===== config.mk =====
export PLATFORM = sky130hd
export DESIGN_NAME = lamb_ctrl
export DESIGN_NICKNAME = d
export VERILOG_FILES = /design/src/rtl/core/lamb_pkg.sv /design/src/rtl/core/lamb_ctrl.sv
export SDC_FILE = /design/constraint.sdc
export NUM_CORES = 1
export LEC_CHECK = 0
export ABC_AREA = 1
export BUFFER_PORTS_ARGS = -buffer_cell sky130_fd_sc_hd__buf_2
export CAP_MARGIN = 0
export CORE_MARGIN = 1
export CORE_UTILIZATION = 35
export DETAILED_ROUTE_END_ITERATION = 10
export GPL_TIMING_DRIVEN = 0
export PLACE_DENSITY = 0.57
export REMOVE_ABC_BUFFERS = 1
export SYNTH_ARGS = -nofsm -noshare
export SYNTH_HDL_FRONTEND = slang
export SYNTH_SLANG_ARGS = --single-unit
export TNS_END_PERCENT = 10

===== constraint.sdc =====
create_clock -name clk -period 1.6 [get_ports clk]
set_input_delay 0.24 -clock clk [delete_from_list [all_inputs] [get_ports clk]]
set_output_delay 0.24 -clock clk [all_outputs]
set_load 0.03 [all_outputs]

===== src/rtl/core/lamb_pkg.sv =====
// shared types, constants and helpers of the look-at matrix builder
// no dependencies; used by lamb_ctrl, lamb_dp and the top level
package lamb_pkg;

  localparam int unsigned THR_W      = 31;
  localparam logic [THR_W-1:0] THR_RESET = 31'd1074;
  localparam logic signed [31:0] ONE_Q30 = 32'sd1073741824;
  localparam logic [1:0] ROW_LAST    = 2'd2;
  localparam logic [4:0] SQRT_LAST   = 5'd31;
  localparam logic [4:0] DIV_LAST    = 5'd30;

  typedef enum logic [4:0] {
    OP_NONE,
    OP_LOAD,
    OP_MAG,
    OP_NORM,
    OP_ZERO,
    OP_MUL_SQ,
    OP_MUL_A,
    OP_MUL_B,
    OP_MUL_T2,
    OP_ACC_LOAD,
    OP_ACC_ADD,
    OP_ACC_SUB,
    OP_SQRT_INIT,
    OP_SQRT_STEP,
    OP_DIV_INIT,
    OP_DIV_STEP,
    OP_DIV_STORE,
    OP_PROD_STORE,
    OP_THRESH,
    OP_SELECT
  } dp_op_t;

  typedef enum logic [4:0] {
    S_IDLE,
    S_MAG,
    S_NORM,
    S_SQ_MUL,
    S_SQ_ACC,
    S_SQRT_INIT,
    S_SQRT,
    S_DIV_INIT,
    S_DIV,
    S_DIV_STORE,
    S_PA_MUL,
    S_PA_ACC,
    S_PB_MUL,
    S_PB_ACC,
    S_P_STORE,
    S_T2_MUL,
    S_T2_ACC,
    S_THRESH,
    S_SELECT,
    S_EMIT
  } ctrl_state_t;

  // sel: 0 = forward pass / cross product, 1 = right pass / new up axis
  typedef struct packed {
    dp_op_t     op;
    logic [1:0] idx;
    logic       sel;
  } dp_cmd_t;

  typedef struct packed {
    logic mx_zero;
    logic norm_done;
  } dp_stat_t;

  function automatic logic [1:0] idx_p1(input logic [1:0] i);
    case (i)
      2'd0:    idx_p1 = 2'd1;
      2'd1:    idx_p1 = 2'd2;
      default: idx_p1 = 2'd0;
    endcase
  endfunction

  function automatic logic [1:0] idx_p2(input logic [1:0] i);
    case (i)
      2'd0:    idx_p2 = 2'd2;
      2'd1:    idx_p2 = 2'd0;
      default: idx_p2 = 2'd1;
    endcase
  endfunction

endpackage


===== src/rtl/core/lamb_ctrl.sv =====
// sequencer of the look-at matrix builder: steps the datapath through
// both unit scalings, the cross products and the row output; depends on lamb_pkg
module lamb_ctrl (
  input  logic               clk,
  input  logic               rst_n,
  input  logic               in_valid,
  output logic               in_ready,
  output logic               out_valid,
  input  logic               out_ready,
  input  lamb_pkg::dp_stat_t stat,
  output lamb_pkg::dp_cmd_t  cmd,
  output logic [1:0]         out_row_index,
  output logic               out_last_row
);
  import lamb_pkg::*;

  ctrl_state_t state_r, state_nxt;
  logic [1:0]  idx_r, idx_nxt;
  logic [4:0]  cnt_r, cnt_nxt;
  logic        sel_r, sel_nxt;

  always_ff @(posedge clk) begin
    if (!rst_n) begin
      state_r <= S_IDLE;
      idx_r   <= '0;
      cnt_r   <= '0;
      sel_r   <= 1'b0;
    end else begin
      state_r <= state_nxt;
      idx_r   <= idx_nxt;
      cnt_r   <= cnt_nxt;
      sel_r   <= sel_nxt;
    end
  end

  always_comb begin
    state_nxt = state_r;
    idx_nxt   = idx_r;
    cnt_nxt   = cnt_r;
    sel_nxt   = sel_r;
    cmd.op    = OP_NONE;
    cmd.idx   = idx_r;
    cmd.sel   = sel_r;
    in_ready  = 1'b0;
    out_valid = 1'b0;
    case (state_r)
      S_IDLE: begin
        in_ready = 1'b1;
        if (in_valid) begin
          cmd.op    = OP_LOAD;
          sel_nxt   = 1'b0;
          state_nxt = S_MAG;
        end
      end
      S_MAG: begin
        cmd.op    = OP_MAG;
        state_nxt = S_NORM;
      end
      S_NORM: begin
        if (stat.mx_zero) begin
          cmd.op  = OP_ZERO;
          idx_nxt = '0;
          state_nxt = sel_r ? S_T2_MUL : S_PA_MUL;
        end else if (stat.norm_done) begin
          idx_nxt   = '0;
          state_nxt = S_SQ_MUL;
        end else begin
          cmd.op = OP_NORM;
        end
      end
      S_SQ_MUL: begin
        cmd.op    = OP_MUL_SQ;
        state_nxt = S_SQ_ACC;
      end
      S_SQ_ACC: begin
        cmd.op = (idx_r == '0) ? OP_ACC_LOAD : OP_ACC_ADD;
        if (idx_r == ROW_LAST) begin
          state_nxt = S_SQRT_INIT;
        end else begin
          idx_nxt   = idx_r + 2'd1;
          state_nxt = S_SQ_MUL;
        end
      end
      S_SQRT_INIT: begin
        cmd.op    = OP_SQRT_INIT;
        cnt_nxt   = '0;
        state_nxt = S_SQRT;
      end
      S_SQRT: begin
        cmd.op = OP_SQRT_STEP;
        if (cnt_r == SQRT_LAST) begin
          idx_nxt   = '0;
          state_nxt = S_DIV_INIT;
        end else begin
          cnt_nxt = cnt_r + 5'd1;
        end
      end
      S_DIV_INIT: begin
        cmd.op    = OP_DIV_INIT;
        cnt_nxt   = '0;
        state_nxt = S_DIV;
      end
      S_DIV: begin
        cmd.op = OP_DIV_STEP;
        if (cnt_r == DIV_LAST) begin
          state_nxt = S_DIV_STORE;
        end else begin
          cnt_nxt = cnt_r + 5'd1;
        end
      end
      S_DIV_STORE: begin
        cmd.op = OP_DIV_STORE;
        if (idx_r == ROW_LAST) begin
          idx_nxt   = '0;
          state_nxt = sel_r ? S_T2_MUL : S_PA_MUL;
        end else begin
          idx_nxt   = idx_r + 2'd1;
          state_nxt = S_DIV_INIT;
        end
      end
      S_PA_MUL: begin
        cmd.op    = OP_MUL_A;
        state_nxt = S_PA_ACC;
      end
      S_PA_ACC: begin
        cmd.op    = OP_ACC_LOAD;
        state_nxt = S_PB_MUL;
      end
      S_PB_MUL: begin
        cmd.op    = OP_MUL_B;
        state_nxt = S_PB_ACC;
      end
      S_PB_ACC: begin
        cmd.op    = OP_ACC_SUB;
        state_nxt = S_P_STORE;
      end
      S_P_STORE: begin
        cmd.op = OP_PROD_STORE;
        if (idx_r == ROW_LAST) begin
          idx_nxt = '0;
          if (sel_r) begin
            state_nxt = S_EMIT;
          end else begin
            sel_nxt   = 1'b1;
            state_nxt = S_MAG;
          end
        end else begin
          idx_nxt   = idx_r + 2'd1;
          state_nxt = S_PA_MUL;
        end
      end
      S_T2_MUL: begin
        cmd.op    = OP_MUL_T2;
        state_nxt = S_T2_ACC;
      end
      S_T2_ACC: begin
        cmd.op    = OP_ACC_LOAD;
        state_nxt = S_THRESH;
      end
      S_THRESH: begin
        cmd.op    = OP_THRESH;
        state_nxt = S_SELECT;
      end
      S_SELECT: begin
        cmd.op    = OP_SELECT;
        idx_nxt   = '0;
        state_nxt = S_PA_MUL;
      end
      S_EMIT: begin
        out_valid = 1'b1;
        if (out_ready) begin
          if (idx_r == ROW_LAST) begin
            idx_nxt   = '0;
            state_nxt = S_IDLE;
          end else begin
            idx_nxt = idx_r + 2'd1;
          end
        end
      end
      default: begin
        state_nxt = S_IDLE;
      end
    endcase
  end

  assign out_row_index = idx_r;
  assign out_last_row  = (idx_r == ROW_LAST);

endmodule


; ---- After elaboration in Yosys (flattened, before gate mapping)
; Index checks and enable logic that the tools add are counted.
[totals]
regBits = 13
input_bits = 6
out_inout_bits = 13
word_cells = 83
[classes]
addsub = 2
n_eq_ne = 32
n_mux = 33
n_reduce_logical = 12
[ops]
columns = operator, count
row1 = $pmux 5 s20, 1
row2 = $pmux 5 s18, 1
row3 = $mux 5, 11
row4 = $eq 5x4->1 const B, 8
row5 = $eq 5x5->1 const B, 6
row6 = $eq 5x3->1 const B, 4
row7 = $ne 2x2->1 const B, 9
row8 = $mux 2, 8
row9 = $pmux 5 s3, 1
row10 = $pmux 2 s6, 1
row11 = $eq 5x2->1 const B, 2
row12 = $mux 3, 3
row13 = $reduce_and 3->1, 2
row14 = $reduce_and 6->1, 1
row15 = $reduce_bool 6->1, 1
row16 = $reduce_or 2->1, 3
row17 = $add 5x1->5 const B, 1
row18 = $eq 5x1->1 const B, 1
row19 = $logic_not 5->1, 1
row20 = $mux 1, 5
row21 = $reduce_and 5->1, 1
row22 = $mux 4, 1
row23 = $ne 3x3->1 const B, 1
row24 = $reduce_bool 3->1, 1
row25 = 5 further kinds, 5

; ---- Logic depth before layout (Yosys ltp)
[logic_depth]
depth_word = 4
ltp_mapped = 11
mapped_depth_nobuf = 11

; ---- Worst setup path after synthesis
; Ideal clock, no wire load.
[synth_timing]
path_type = register to register
startpoint = register idx_r[1] (netlist: out_row_index[1])
endpoint = register state_r[0]
setup_ns = 0.071
t_arrival_ns = 1.775
t_required_ns = 1.529
slack_ns = -0.246
stages_incl_launch_ff = 8
n_path_buf = 0
synth_period_minus_slack_ns = 1.846
path_cell_list = dfxtp_1 ha_1 inv_1 o21ai_0 nand3_1 nor2_1 nand2_1 a21oi_1
[synth_via]
elab_chain_cells = 3
elab_cells_between_ends = 6
classes_between = 2 x eq/ne / 3 x mux / 1 x reduce/logical
[synth_rtl]
columns = element, line_no
row1 = "start, declared", lamb_ctrl.sv:18  ; logic [1:0] idx_r, idx_nxt;
row2 = "start signal, assigned", lamb_ctrl.sv:30  ; idx_r <= idx_nxt;
row3 = $eq 2x2->1 *, -
row4 = via out_last_row, lamb_ctrl.sv:13  ; output logic out_last_row
row5 = $mux 5 (tied with other cells), lamb_ctrl.sv:139  ; if (idx_r == ROW_LAST) begin
row6 = $pmux 5 s20 / $reduce_and 6->1 (equally long branches), -
row7 = "end signal, assigned", lamb_ctrl.sv:29  ; state_r <= state_nxt;
row8 = "end, declared", lamb_ctrl.sv:17  ; ctrl_state_t state_r, state_nxt;
; Mark *: on every way through the listed nets, which the timed path passes. The rest lies on a longest branch.
; A chain may end at the register's enable or synchronous reset.

==> impl_metrics.tcl <==
set metrics [dict create \
    grt_pass1_vias 1520 \
    fin_nets 266 \
    design_power_total_mw 2.94 \
    hold_class "in2reg" \
    relSlewSlack 0.788 \
    rrSetupSlack_ns 0.08 \
    stdcell_area_um2 1810 \
    place_area_um2 1360 \
    timing.final.crit_share 1.12 \
    ioPinCount 19 \
    r2r_end "out_row_index[1]" \
    grt_pass1_wl_um 6760 \
    hold_depth 3 \
    max-vdd-ir-drop_v 0.00107 \
    htreeDepth 1 \
    cts_buffer_depth 2 \
    cp.required_ns 1.36 \
    die_w_um 62.0 \
    ys_seq_elements 13 \
    coreArea_um2 3390 \
    cts_tree "done" \
    final_core_utilization 0.534 \
    cp-start-kind "flip-flop" \
    seq_area_frac_synth 0.206 \
    drive_gt1_frac 0.419 \
    arrival_ns 1.56 \
    rsz0062_at_grt "yes" \
    ant_nets 0 \
    setup_viol 6 \
    r2r_cells 9 \
    yosysWarningCount 0 \
    numCtsBuffers 3 \
    die_h_um 62.0 \
    cp-end-kind "primary output" \
    worst-setup-path-type "reg2out" \
    wl_per_cell_um 14.5 \
    synth_area_um2 1260 \
    n_antenna_cell 0 \
    gp_congestion 0.946 \
    clock-sinks 13 \
    power_frac_clock 0.073 \
    finalHoldViolCount 0 \
    setup_ws_ns -0.197 \
    hp-start "rst_n" \
    swShare 0.554 \
    status "finished, violations left" \
    wirelength_um 4320 \
    clk_pin_slew_ns 0.09 \
    r2r_start "state_r[1]" \
    io_buffer_count 18 \
    grt_overflow_total 0 \
    routed_via_density 5.52 \
    p_int_mw 1.31 \
    power.switching_mw 1.63 \
    clk_root_buffer_cell "clkbuf_4" \
    design.die.area_um2 3850 \
    cellPowerDensity_nw_per_um2 1620 \
    p_leak_nw 0.919 \
    synth_cells 217 \
    area_growth_syn_to_layout_pct 43.6 \
    slew_violations 0 \
    crit_fanout 6 \
    ys_types 26 \
    fin_worst_skew_ns 0.0112 \
    p_comb_frac 0.723 \
    dp_hpwl_um 2690 \
    drv_cap 0 \
    period_minus_slack_ns 1.80 \
    drt_iter0_drc 103 \
    grt_usage 0.243 \
    vias 1649 \
    syn_avg_cell_area_um2 5.81 \
    hold_end "out_row_index[0]" \
    antenna_found_initial 0 \
    drc_errors 0 \
    initial_core_util 0.372 \
    dr.pass1.iters 5 \
    rows 21 \
    grt_max_degree 10 \
    violations "negative setup slack" \
    tightest_slew_ns 0.317 \
    fmaxAchievable_ghz 0.556 \
    power.share.sequential 0.205 \
    clock_latency_ns 0.28 \
]
[stage by stage]
stage | setup TNS (ns) | hold WS [ns] | worst slack (ns) | std cells
6_report | -0.829 | 0.206 | -0.197 | 299
2_1_floorplan | -2.67 | 0.360 | -0.466 | 211
3_5_place_dp | -3.60 | 0.512 | -0.342 | 275
4_1_cts | -0.658 | 0.200 | -0.155 | 298
3_3_place_gp | -4.87 | 0.504 | -0.428 | 275
5_1_grt | -1.33 | 0.220 | -0.260 | 299
[cell families (layout without fill, tap and decap cells)]
logic type      Yosys count  after routing  synth area share
simple gates            139            141             0.497
buf+inv                  36             70             0.129
compound gates           20             20            0.0873
flops                    13             13             0.206
fa+ha+maj                 6              6            0.0595
xor+xnor                  3              3            0.0208
[worst max-delay path by stage]
stage               slack [ns]              from         end  cells past startpoint
global placement         -0.43        state_r[4]      cmd[3]                      6
detailed placement       -0.34        state_r[4]      cmd[5]                      6
finish                   -0.20        state_r[1]      cmd[3]                      7
floorplan                -0.47  out_row_index[1]  state_r[0]                      7
CTS                      -0.15        state_r[1]      cmd[3]                      7
global route             -0.26        state_r[2]      cmd[5]                      6
[registers in the layout, summed over array words and instances (netlist names)]
| signal | flops |
|---|---|
| cnt_r | 5 |
| out_row_index | 2 |
| sel_r | 1 |
| state_r | 5 |
[synth_stat cells (all sizes together)]
cell type | number | share of area
nand2 | 60 | 0.19
nor2 | 36 | 0.12
inv | 29 | 0.086
nand3 | 29 | 0.12
dfxtp | 13 | 0.21
a21oi | 12 | 0.048
nor3 | 7 | 0.028
buf | 6 | 0.040
ha | 6 | 0.060
nand4 | 6 | 0.030
o21ai | 5 | 0.020
xor2 | 2 | 0.014
a41oi | 1 | 0.0069
and3 | 1 | 0.0050
clkinv | 1 | 0.0030
o2111ai | 1 | 0.0069
o21a | 1 | 0.0060
xnor2 | 1 | 0.0069
[layout by cell type, fill, tap and decap left out, drive strengths merged]
cell type / n
nand2: 60
and3: 1
nor3: 7
clkinv: 1
a41oi: 1
a21oi: 12
ha: 6
nand3: 29
o21a: 1
clkbuf: 4
buf: 36
o2111ai: 1
xor2: 2
o21ai: 5
xnor2: 1
dfxtp: 13
nand4: 6
nor2: 38
inv: 29
[critical path, cell delays in order (launching register included)]
cell and delay (ns):
dfxtp_4 0.43, inv_2 0.06, nor2_1 0.24, nand2_2 0.14, nand2_1 0.13, nor3_2 0.04
nand3_1 0.11, buf_6 0.14
[repair_timing]
action / in CTS / in global routing
gates resized for setup: 73 / 21
cloned: 2 / 0
hold buffers: 0 / 0
setup buffers: 17 / 1
setup endpoints to repair: 21 / 16
endpoints found under the hold margin: 0 / 0
pin swaps: 13 / 6
[metal layers]
layer / part of all wire / wire, µm / vias up / GRT usage
met1: 0.41 / 1760 / 739 / 0.308
met4: 0.041 / 178 / 0 / 0.121
met5: 0 / 0 / - / 0
met2: 0.46 / 1970 / 112 / 0.391
li1: - / - / 776 / -
met3: 0.097 / 420 / 22 / 0.0476
[cell type report]
cell class,instances,area [µm²]
Fill cell,313,1580
Multi-Input combinational cell,170,1060
Sequential cell,13,287
Timing Repair Buffer,36,262
Inverter,30,123
Tap cell,46,57.6
Clock buffer,4,26.3
[power groups by stage]
| stage | clock network, mW | logic [mW] | registers [mW] |
|---|---|---|---|
| after CTS | 0.227 | 1.98 | 0.588 |
| after global routing | 0.239 | 2.29 | 0.617 |
| after detailed placement | 0 | 1.52 | 0.529 |
| final | 0.214 | 2.12 | 0.602 |
| after floorplan | 0 | 1.03 | 0.629 |
| after global placement | 0 | 1.54 | 0.527 |
Power figures use the tool's default switching activity.
